**config.mk**
```make
export PLATFORM = sky130hd
export DESIGN_NAME = ips_patch_stream_parser
export DESIGN_NICKNAME = d
export VERILOG_FILES = /design/src/rtl/core/ipsp_pkg.sv /design/src/rtl/core/ips_patch_stream_parser.sv
export VERILOG_INCLUDE_DIRS = /design/src /design/src/rtl/core
export SDC_FILE = /design/constraint.sdc
export NUM_CORES = 1
export LEC_CHECK = 0
export ABC_AREA = 0
export BUFFER_PORTS_ARGS = -buffer_cell sky130_fd_sc_hd__buf_4
export CAP_MARGIN = 15
export CORE_MARGIN = 5
export CORE_UTILIZATION = 52
export CTS_BUF_LIST = sky130_fd_sc_hd__clkbuf_16
export CTS_CLUSTER_DIAMETER = 150
export DETAILED_ROUTE_END_ITERATION = 10
export GPL_TIMING_DRIVEN = 0
export PLACE_DENSITY = 0.7
export SLEW_MARGIN = 30
export SYNTH_ARGS = -nofsm -noshare
export SYNTH_HDL_FRONTEND = slang
export SYNTH_SLANG_ARGS = --single-unit
```
**constraint.sdc**
```tcl
create_clock -name clk -period 26.6 [get_ports clk]
set_input_delay 1.33 -clock clk [delete_from_list [all_inputs] [get_ports clk]]
set_output_delay 1.33 -clock clk [all_outputs]
set_load 0.02 [all_outputs]
```
**src/rtl/core/ips_patch_stream_parser_macros.svh**
```systemverilog
// ---------------------------------------------------------------------------
// IPS patch stream parser assertion macros
// Shared concurrent assertion forms, clocked on clk and disabled in reset.
// ---------------------------------------------------------------------------
`ifndef IPS_PATCH_STREAM_PARSER_MACROS_SVH
`define IPS_PATCH_STREAM_PARSER_MACROS_SVH

// Condition implies consequence in the same cycle.
`define IPSP_ASSERT_NOW(label, cond, cons, msg) \
  label: assert property (@(posedge clk) disable iff (!rst_n) (cond) |-> (cons)) \
    else $error(msg);

// Condition implies consequence in the following cycle.
`define IPSP_ASSERT_NEXT(label, cond, cons, msg) \
  label: assert property (@(posedge clk) disable iff (!rst_n) (cond) |=> (cons)) \
    else $error(msg);

`endif

```
**src/rtl/core/ipsp_pkg.sv**
```systemverilog
// ---------------------------------------------------------------------------
// IPS patch stream parser package
// Parser phases, result kinds, register indexes and format constants.
// ---------------------------------------------------------------------------
package ipsp_pkg;

  typedef enum logic [2:0] {
    PH_IDLE = 3'd0,
    PH_HEAD = 3'd1,
    PH_ADDR = 3'd2,
    PH_SIZE = 3'd3,
    PH_DATA = 3'd4,
    PH_RLEN = 3'd5,
    PH_RVAL = 3'd6
  } phase_t;

  typedef enum logic [2:0] {
    K_WRITE  = 3'd0,
    K_FILL   = 3'd1,
    K_DONE   = 3'd2,
    K_BADHDR = 3'd3,
    K_TRUNC  = 3'd4,
    K_RANGE  = 3'd5
  } kind_t;

  localparam logic [1:0] CFG_PATCH_LENGTH = 2'd0;
  localparam logic [1:0] CFG_IMAGE_SIZE   = 2'd1;
  localparam logic [1:0] CFG_MEASURE_MODE = 2'd2;

  localparam logic [24:0] MAX_PATCH_BYTES = 25'd1048576;
  localparam logic [24:0] MIN_PATCH_BYTES = 25'd8;
  localparam logic [23:0] EOF_MARK        = 24'h454F46;
  localparam logic [24:0] ADDR_SPACE      = 25'h1000000;
  localparam logic [2:0]  HEADER_LEN      = 3'd5;

  // Bytes of the "PATCH" magic word.
  function automatic logic [7:0] magic_byte(input logic [2:0] idx);
    logic [7:0] b;
    case (idx)
      3'd0:    b = 8'h50;
      3'd1:    b = 8'h41;
      3'd2:    b = 8'h54;
      3'd3:    b = 8'h43;
      3'd4:    b = 8'h48;
      default: b = 8'h00;
    endcase
    return b;
  endfunction

endpackage

```
**src/rtl/core/ips_patch_stream_parser.sv**
```systemverilog
// ---------------------------------------------------------------------------
// IPS patch stream parser
// Byte-wide IPS patch decoder producing write, fill and status requests.
// ---------------------------------------------------------------------------
// The parser takes one patch byte per clock cycle while in_tready is high and
// gives at most one result per byte, registered in the cycle after the byte is
// taken. All parsing for a byte is done in a single pass of logic from the
// parser state and the incoming byte into the result register, so the byte
// rate is set by that result register alone: in_tready is high whenever the
// result register is empty or its content is being taken in the same cycle, so
// bytes stream without gaps while the downstream side keeps up. A request with
// in_tuser low starts a new patch and checks patch_length; requests with
// in_tuser high carry patch bytes. Configuration registers are read live and
// take effect at once. There is no clearing pass after reset.
module ips_patch_stream_parser (
  input  logic        clk,
  input  logic        rst_n,
  // configuration write port
  input  logic        cfg_we,
  input  logic [1:0]  cfg_index,
  input  logic [24:0] cfg_wdata,
  // input stream
  input  logic        in_tvalid,
  output logic        in_tready,
  input  logic [7:0]  in_tdata,   // [7:0] patch_byte
  input  logic        in_tuser,   // [0] cmd
  // result stream
  output logic        out_tvalid,
  input  logic        out_tready,
  output logic [79:0] out_tdata,  // [23:0] address, [31:24] value,
                                  // [47:32] run_length, [72:48] extent, rest zero
  output logic [2:0]  out_tuser   // [2:0] kind
);
  import ipsp_pkg::*;

  // Configuration registers.
  logic [20:0] patch_length_r;
  logic [24:0] image_size_r;
  logic        measure_mode_r;

  // Parser state. The byte count is one bit wider than patch_length so that a
  // record running past a shortened length cannot wrap it.
  phase_t      phase_r, phase_nxt;
  logic [21:0] byte_count_r, byte_count_nxt;
  logic [23:0] rec_addr_r, rec_addr_nxt;
  logic [15:0] rec_size_r, rec_size_nxt;
  logic [15:0] bytes_left_r, bytes_left_nxt;
  logic [24:0] largest_r, largest_nxt;

  // Result register.
  logic        out_valid_r;
  kind_t       out_kind_r;
  logic [23:0] out_addr_r;
  logic [7:0]  out_value_r;
  logic [15:0] out_len_r;
  logic [24:0] out_ext_r;

  // Result of the current byte.
  logic        res_valid;
  kind_t       res_kind;
  logic [23:0] res_addr;
  logic [7:0]  res_value;
  logic [15:0] res_len;
  logic [24:0] res_ext;

  logic        in_acc;

  // The result register frees itself when its content is taken.
  assign in_tready = !out_valid_r || out_tready;
  assign in_acc    = in_tvalid && in_tready;

  always_ff @(posedge clk) begin
    if (!rst_n) begin
      patch_length_r <= '0;
      image_size_r   <= '0;
      measure_mode_r <= 1'b0;
    end else if (cfg_we) begin
      unique case (cfg_index)
        CFG_PATCH_LENGTH: patch_length_r <= cfg_wdata[20:0];
        CFG_IMAGE_SIZE:   image_size_r   <= cfg_wdata;
        CFG_MEASURE_MODE: measure_mode_r <= cfg_wdata[0];
        default: ;
      endcase
    end
  end

  always_comb begin
    logic [7:0]  b;
    logic [15:0] size_shift;
    logic [24:0] rec_end;
    logic [22:0] need;
    logic        range_fail;
    logic [15:0] data_off;

    b          = in_tdata;
    size_shift = {rec_size_r[7:0], b};
    // End of the record whose size or run length completes with this byte.
    rec_end    = {1'b0, rec_addr_r} + {9'b0, size_shift};
    range_fail = !measure_mode_r && ((rec_end > image_size_r) || (rec_end > ADDR_SPACE));
    need       = '0;
    data_off   = rec_size_r - bytes_left_r;

    phase_nxt      = phase_r;
    byte_count_nxt = byte_count_r;
    rec_addr_nxt   = rec_addr_r;
    rec_size_nxt   = rec_size_r;
    bytes_left_nxt = bytes_left_r;
    largest_nxt    = largest_r;

    res_valid = 1'b0;
    res_kind  = K_WRITE;
    res_addr  = '0;
    res_value = '0;
    res_len   = '0;
    res_ext   = '0;

    if (!in_tuser) begin
      // Start of a new patch.
      byte_count_nxt = '0;
      rec_addr_nxt   = '0;
      rec_size_nxt   = '0;
      bytes_left_nxt = '0;
      largest_nxt    = '0;
      if (({4'b0, patch_length_r} < MIN_PATCH_BYTES) ||
          ({4'b0, patch_length_r} > MAX_PATCH_BYTES)) begin
        phase_nxt = PH_IDLE;
        res_valid = 1'b1;
        res_kind  = K_BADHDR;
      end else begin
        phase_nxt = PH_HEAD;
      end
    end else begin
      unique case (phase_r)
        PH_HEAD: begin
          if ((byte_count_r > 22'd4) || (b != magic_byte(byte_count_r[2:0]))) begin
            phase_nxt = PH_IDLE;
            res_valid = 1'b1;
            res_kind  = K_BADHDR;
          end else begin
            byte_count_nxt = byte_count_r + 22'd1;
            if (byte_count_r[2:0] == HEADER_LEN - 3'd1) begin
              phase_nxt      = PH_ADDR;
              bytes_left_nxt = 16'd3;
              rec_addr_nxt   = '0;
            end
          end
        end
        PH_ADDR: begin
          rec_addr_nxt   = {rec_addr_r[15:0], b};
          byte_count_nxt = byte_count_r + 22'd1;
          bytes_left_nxt = bytes_left_r - 16'd1;
          if (bytes_left_nxt == 16'd0) begin
            if ((rec_addr_nxt == EOF_MARK) && (byte_count_nxt == {1'b0, patch_length_r})) begin
              // Final EOF marker: the patch is complete.
              phase_nxt = PH_IDLE;
              res_valid = 1'b1;
              res_kind  = K_DONE;
              res_ext   = measure_mode_r ? largest_r : image_size_r;
            end else if ({1'b0, byte_count_nxt} + 23'd2 > {2'b0, patch_length_r}) begin
              phase_nxt = PH_IDLE;
              res_valid = 1'b1;
              res_kind  = K_TRUNC;
            end else begin
              phase_nxt      = PH_SIZE;
              bytes_left_nxt = 16'd2;
              rec_size_nxt   = '0;
            end
          end
        end
        PH_SIZE: begin
          rec_size_nxt   = size_shift;
          byte_count_nxt = byte_count_r + 22'd1;
          bytes_left_nxt = bytes_left_r - 16'd1;
          if (bytes_left_nxt == 16'd0) begin
            if (size_shift != 16'd0) begin
              // Literal record: the data and the next address must fit.
              need = {1'b0, byte_count_nxt} + {7'b0, size_shift} + 23'd3;
              if (need > {2'b0, patch_length_r}) begin
                phase_nxt = PH_IDLE;
                res_valid = 1'b1;
                res_kind  = K_TRUNC;
              end else begin
                if (measure_mode_r && (rec_end > largest_r)) begin
                  largest_nxt = rec_end;
                end
                if (range_fail) begin
                  phase_nxt = PH_IDLE;
                  res_valid = 1'b1;
                  res_kind  = K_RANGE;
                end else begin
                  phase_nxt      = PH_DATA;
                  bytes_left_nxt = size_shift;
                end
              end
            end else begin
              // Run record: length, value and the next address must fit.
              if ({1'b0, byte_count_nxt} + 23'd6 > {2'b0, patch_length_r}) begin
                phase_nxt = PH_IDLE;
                res_valid = 1'b1;
                res_kind  = K_TRUNC;
              end else begin
                phase_nxt      = PH_RLEN;
                bytes_left_nxt = 16'd2;
              end
            end
          end
        end
        PH_DATA: begin
          byte_count_nxt = byte_count_r + 22'd1;
          bytes_left_nxt = bytes_left_r - 16'd1;
          if (bytes_left_nxt == 16'd0) begin
            phase_nxt    = PH_ADDR;
            bytes_left_nxt = 16'd3;
            rec_addr_nxt = '0;
          end
          if (!measure_mode_r) begin
            res_valid = 1'b1;
            res_kind  = K_WRITE;
            res_addr  = rec_addr_r + {8'b0, data_off};
            res_value = b;
          end
        end
        PH_RLEN: begin
          rec_size_nxt   = size_shift;
          byte_count_nxt = byte_count_r + 22'd1;
          bytes_left_nxt = bytes_left_r - 16'd1;
          if (bytes_left_nxt == 16'd0) begin
            if (measure_mode_r && (rec_end > largest_r)) begin
              largest_nxt = rec_end;
            end
            if (range_fail) begin
              phase_nxt = PH_IDLE;
              res_valid = 1'b1;
              res_kind  = K_RANGE;
            end else begin
              phase_nxt = PH_RVAL;
            end
          end
        end
        PH_RVAL: begin
          byte_count_nxt = byte_count_r + 22'd1;
          phase_nxt      = PH_ADDR;
          bytes_left_nxt = 16'd3;
          rec_addr_nxt   = '0;
          if (!measure_mode_r) begin
            res_valid = 1'b1;
            res_kind  = K_FILL;
            res_addr  = rec_addr_r;
            res_value = b;
            res_len   = rec_size_r;
          end
        end
        default: ;  // idle: bytes are dropped without a result
      endcase
    end
  end

  always_ff @(posedge clk) begin
    if (!rst_n) begin
      phase_r      <= PH_IDLE;
      byte_count_r <= '0;
      rec_addr_r   <= '0;
      rec_size_r   <= '0;
      bytes_left_r <= '0;
      largest_r    <= '0;
    end else if (in_acc) begin
      phase_r      <= phase_nxt;
      byte_count_r <= byte_count_nxt;
      rec_addr_r   <= rec_addr_nxt;
      rec_size_r   <= rec_size_nxt;
      bytes_left_r <= bytes_left_nxt;
      largest_r    <= largest_nxt;
    end
  end

  // The result register loads with each accepted byte; a byte without a
  // result leaves it empty.
  always_ff @(posedge clk) begin
    if (!rst_n) begin
      out_valid_r <= 1'b0;
    end else if (in_acc) begin
      out_valid_r <= res_valid;
    end else if (out_tready) begin
      out_valid_r <= 1'b0;
    end
  end

  always_ff @(posedge clk) begin
    if (in_acc && res_valid) begin
      out_kind_r  <= res_kind;
      out_addr_r  <= res_addr;
      out_value_r <= res_value;
      out_len_r   <= res_len;
      out_ext_r   <= res_ext;
    end
  end

  assign out_tvalid = out_valid_r;
  assign out_tuser  = out_kind_r;
  assign out_tdata  = {7'b0, out_ext_r, out_len_r, out_value_r, out_addr_r};

`include "ips_patch_stream_parser_macros.svh"

  // A waiting result must hold the input side.
  `IPSP_ASSERT_NOW(a_stall_blocks_input, out_tvalid && !out_tready, !in_tready,
    "input accepted while result stalled")

  // Bytes arriving while idle never produce a result.
  `IPSP_ASSERT_NEXT(a_idle_byte_silent, in_acc && in_tuser && (phase_r == PH_IDLE),
    !out_tvalid, "result produced for byte while idle")

  // A literal record in progress always has data bytes outstanding.
  `IPSP_ASSERT_NOW(a_data_count_live, phase_r == PH_DATA, bytes_left_r != 16'd0,
    "data phase with no bytes left")

endmodule

```
[Word level (Yosys, flattened, before mapping)]
Index checks and enable logic that the tools add are counted.
Word-level totals
  ROM bits: 0
  memories: 0
  register bits after elaboration: 230
  logic and storage cells: 184
  bits in latches: 0
  memory bits (writable): 0
Operators by class
  eq/ne operators: 31
  reductions and logical operators: 31
  $mul: 0
  $lt $le $gt $ge: 9
  add/subtract/negate cells: 9
  muxes and demuxes: 86
  bitwise gates (word level): 3
  divide/modulo/power cells: 0
  shift-type cells: 0
Operators with widths (number)
  $mux 16: 16
  $mux 25: 7
  $mux 24: 6
  $pmux 16 s6: 1
  $pmux 24 s4: 1
  $gt 23x21->1: 3
  $mux 3: 22
  $gt 25x25->1: 2
  $pmux 25 s2: 1
  $pmux 24 s2: 1
  $mux 22: 2
  $pmux 22 s2: 1
  $pmux 7 s5: 1
  $pmux 16 s2: 1
  $ne 3x3->1 const B: 10
  $add 24x16->25: 1
  $gt 25x25->1 const B: 1
  $add 24x16->24: 1
  $eq 24x23->1 const B: 1
  $add 22x16->23: 1
  $add 22x2->23 const B: 1
  $add 22x3->23 const B: 1
  $add 23x2->23 const B: 1
  $add 22x1->22 const B: 1
  41 further kinds: 85

[Logic depth before layout (Yosys ltp)]
  depth after elaboration: 11
  mapped depth: 31
  gate-level depth less buffers: 27

[Worst setup path after synthesis]
Ideal clock, no wire load.
  path kind: in2reg
  from: input port in_tdata[1]
  to: register out_addr_r[0], enable pin
  stages: 21
  slack: 15.608 ns
  setup time: 0.604 ns
  arrival: 10.389 ns
  path through: clkbuf_1 inv_1 fa_1 nand2b_1 a21bo_2 a21oi_1 o21ai_0 nor2_1 xor2_1 ha_1 nand4_1 nor4_1 o221ai_1 nand4_1 a2111oi_0 nor4b_1 and4b_1 a31oi_1 o2bb2ai_1 nor3_1 nor3_1
On the way
  cells in the longest elaborated chain, start to end: 11
RTL lines
  from (decl): RTL line ips_patch_stream_parser.sv:25  | input logic [7:0] in_tdata,
  parallel branches: the longest is 8 deep, another holds $add 22x16->23
  $pmux 1 s5 *: RTL line ips_patch_stream_parser.sv:133  | unique case (phase_r)
  $mux 1 *: RTL line ips_patch_stream_parser.sv:117  | if (!in_tuser) begin
  $logic_and 1x1->1 *: RTL line ips_patch_stream_parser.sv:289  | if (in_acc && res_valid) begin
  to (signal assigned): RTL line ips_patch_stream_parser.sv:291  | out_addr_r <= res_addr;
  to (decl): RTL line ips_patch_stream_parser.sv:53  | logic [23:0] out_addr_r;
Every way passes the cells marked *.
A chain may end at the register's enable or synchronous reset.

[Worst setup path after layout]
  from: register byte_count_r[0]
  to: register out_ext_r[3], enable pin
On the way
  cells in the longest elaborated chain, start to end: 10
RTL lines
  from (decl): RTL line ips_patch_stream_parser.sv:44  | logic [21:0] byte_count_r, byte_count_nxt;
  from (signal assigned): RTL line ips_patch_stream_parser.sv:268  | byte_count_r <= byte_count_nxt;
  $add 22x1->22, or another cell as far along: RTL line ips_patch_stream_parser.sv:150, ips_patch_stream_parser.sv:172
  $add 22x16->23 / $pmux 7 s5 (equally long branches): RTL line ips_patch_stream_parser.sv:177, ipsp_pkg.sv:39
  $add 23x2->23 / $mux 8 (equally long branches): RTL line ips_patch_stream_parser.sv:177, ips_patch_stream_parser.sv:133
  $gt 23x21->1 / $mux 8 (equally long branches): RTL line ips_patch_stream_parser.sv:178, ips_patch_stream_parser.sv:117
  $mux 1 / $ne 8x8->1 (equally long branches): RTL line ips_patch_stream_parser.sv:178, ips_patch_stream_parser.sv:135
  $mux 1 / $logic_or 1x1->1 (equally long branches): RTL line ips_patch_stream_parser.sv:175, ips_patch_stream_parser.sv:135
  $mux 1, on equally long branches: RTL line ips_patch_stream_parser.sv:174, ips_patch_stream_parser.sv:135
  $pmux 1 s5 *: RTL line ips_patch_stream_parser.sv:133
  $mux 1 *: RTL line ips_patch_stream_parser.sv:117
  $logic_and 1x1->1 *: RTL line ips_patch_stream_parser.sv:289
  to (signal assigned): RTL line ips_patch_stream_parser.sv:294  | out_ext_r <= res_ext;
  to (decl): RTL line ips_patch_stream_parser.sv:56  | logic [24:0] out_ext_r;
Every way passes the cells marked *; elsewhere a longest branch is shown, timed or not. The select of a mux whose other input is x is not followed.

==> results.txt <==
----------------------------------------------------
[Clock network]
  Later-pin clock latency in the skew report ... 600 ps
  TritonCTS clock tree ... yes
  Maximum buffer depth of the clock tree ... 3
  H-tree levels ... 1
  Clk root buf ... clkbuf_16
  CTS-repair resized insts ... 0
  Setup Buffers After CTS ... 0
  CTS Buf Count ... 27
  Total number of clock tree sinks ... 230
  Worst-path clk slew ... 60 ps
  Total of hold buffers inserted after clock tree synthesis ... 0

[GRT]
  Overall routing resource usage ... 32.5%
  Total grt overflow ... 0
  Largest net degree at the start of global routing ... 15
  Wire length of the first global-routing pass ... 105000 µm
  Initial antenna violation count ... 1
  Via count of the first global-routing pass ... 18401

[Power]
  Leakage power ... 8.49 nW
  Peak VDD IR ... 43.3 µV
  Power per cell area ... 41.9 nW/µm²

[Floorplan]
  Standard-cell row count ... 70
  Area of the die ... 40800 µm²
  Area of the placeable core ... 36500 µm²
  Initial Util ... 52.5%
  # IOs ... 126
  Width of the chip ... 202 µm
  Die Ht ... 202 µm

[Placement]
  Post-detailed-placement cell area ... 20800 µm²
  Number of port buffers ... 117
  Final weighted congestion in routability-driven placement ... 0.967
  Half-perimeter wire length after placement ... 54400 µm

[Timing]
  Unrepaired setup endpoints after global routing ... no
  Count of endpoints failing hold in the final timing report ... 0
  Period minus WS final ... 9130 ps
  Max Clock Freq ... 0.109 GHz
  Worst rel slew slack ... 24.1%
  Number of failing setup endpoints in the final timing report ... 0
  Pins over their slew limit ... 0
  Final-layout setup total negative slack ... 0 ps
  Clock tree skew after final layout ... 33.7 ps
  Final Cycle Share ... 34.3%
  Slew of the pin with the lowest slew margin ... 1130 ps

[Worst setup path]
  CP Max Fanout ... 10
  Critical path buffers and inverters ... 12
  Cell with the most instances on the worst path ... buf_4
  Startpoint types ... flip-flop
  Crit path max-delay family ... buffers and inverters
  Flop2flop setup slack ... 17470 ps
  Classification of the worst setup path ... reg2reg
  Crit end category ... flip-flop
  Largest stage delay, worst path ... 630 ps
  Slowest cell on the critical path ... xnor2_1
  Data arrival time at the worst-slack endpoint ... 9410 ps
  Critical path required time ... 26870 ps

[Cells and area]
  Signed area change from the synthesized netlist to the final layout ... 13.0%
  Cell area after layout ... 21700 µm²
  Final layout net count ... 2831
  Share of final-layout standard cells stronger than drive strength 1 ... 9.02%
  Antenna Diode Count ... 0

[Logic synthesis]
  Number of synthesized flops with an enable pin ... 76
  Count of yosys warnings during synthesis ... 0
  Share of the yosys chip area belonging to registers ... 28.0%
  Primary FF master, synth ... dfxtp_1
  Cell with the most instances after synthesis ... nand2_1
  Share of the synthesized area in the top cell type ... 16.1%
  Top cells by count, synth ... nand2_1, a21oi_1, ha_1, nor2_1, nand3_1
  Mapped Area ... 19200 µm²
  Synthesized instance count ... 2424
  Top area cells in the synthesized netlist ... dfxtp_1, ha_1, edfxtp_1
  #FFs+latches synth ... 230
  Distinct cells, synth ... 92
  Avg Cell Area, Syn ... 7.91 µm²
  Cell type contributing the most total cell area after synthesis ... dfxtp_1
  Synth async-reset ratio ... 0%

[Route]
  Average via count per standard cell ... 6.30
  Number of remaining DRC errors ... 0
  Initial DRT Pass Iterations ... 6
  Initial drt markers ... 1796
  Average wire per cell in the routed design ... 22.7 µm
  Vias after detailed routing ... 19368
  Total wire length ... 69600 µm
  DRT antenna net count ... 0

[Min path]
  Path type of the worst min-delay path ... reg2reg

[Job]
  Maximum capacitance violations ... 0

[Status]
  Run status ... finished, final reports clean

----------------------------------------------------
-- worst reg2reg max path: cells and delay by family, from the launching register on --
family	cells	cell delay (ps)
buf+inv	12	2760
compound gates	11	2230
simple gates	8	1650
fa+ha+maj	3	1020
xor+xnor	2	740
flops	1	430
-- routing by layer --
layer	global-route usage (%)	share of wire, %	vias to the layer above
met2	51.1	44	897
met4	12.4	4.1	2
met3	7.59	9.5	164
met1	43.5	42	9197
met5	0	0.020	-
li1	-	-	9108
-- flip-flops by register name, summed over array words and instances, names as in the netlist --
register / flops
rec_addr_r: 24
bytes_left_r: 16
out_value_r: 8
out_ext_r: 25
image_size_r: 25
patch_length_r: 21
rec_size_r: 16
measure_mode_r: 1
largest_r: 25
out_addr_r: 24
byte_count_r: 22
out_tuser: 3
out_tvalid: 1
phase_r: 3
out_len_r: 16
-- path summary, 6_finish.rpt --
check	start	endpoint	cells past startpoint
max	byte_count_r[0]	out_ext_r[3]	36
min	rec_size_r[12]	rec_size_r[12]	2
max reg2reg	byte_count_r[0]	out_ext_r[3]	36
min reg2reg	rec_size_r[12]	rec_size_r[12]	2
-- area by class of cell --
cell class              count  area (µm²)
plain buffers             140         606
clock buffers              29         726
clock inverters            20         174
fillers                  3372       14800
inverters                 151         567
multi-input cells        1909       12700
flip-flops and latches    230        5370
well taps                 468         586
repair buffers            126         946
-- power breakdown --
part,internal (mW),switching [mW]
sequential,0.372,0.00605
combinational,0.0526,0.0934
clock,0.218,0.167
total,0.643,0.266
-- through the flow --
stage                     utilization [%]  hold slack (ps)  total power [mW]  setup WS [ps]  instances
final                                59.4              476             0.909          17470       3073
after global routing                 59.4              497             0.939          16950       3073
after CTS                            59.3              470             0.908          17660       3073
after detailed placement             56.8              466             0.527          17300       3024
after global placement               56.6              465             0.526          11230       3015
after floorplan                         -              441             0.475          15610       2430
-- placed cells by master, fill, tap and decap left out, types with 87 or more instances in the layout --
cell	instances
ha_1	201
buf_4	135
nor2_1	174
nand3_1	155
o21ai_0	87
dfxtp_1	154
inv_1	154
nand2_1	274
xnor2_1	106
a21oi_1	217
clkbuf_1	107
-- cell families after synthesis --
logic type / synth area share (%)
DFF: 28.0
buffers and inverters: 6.11
other: 0.0195
AOI/OAI and AO/OA: 19.0
muxes: 1.68
xor gates and xnor gates: 6.96
and+or+nand+nor: 24.8
adders and majority gates: 13.5
Power figures use the tool's default switching activity.
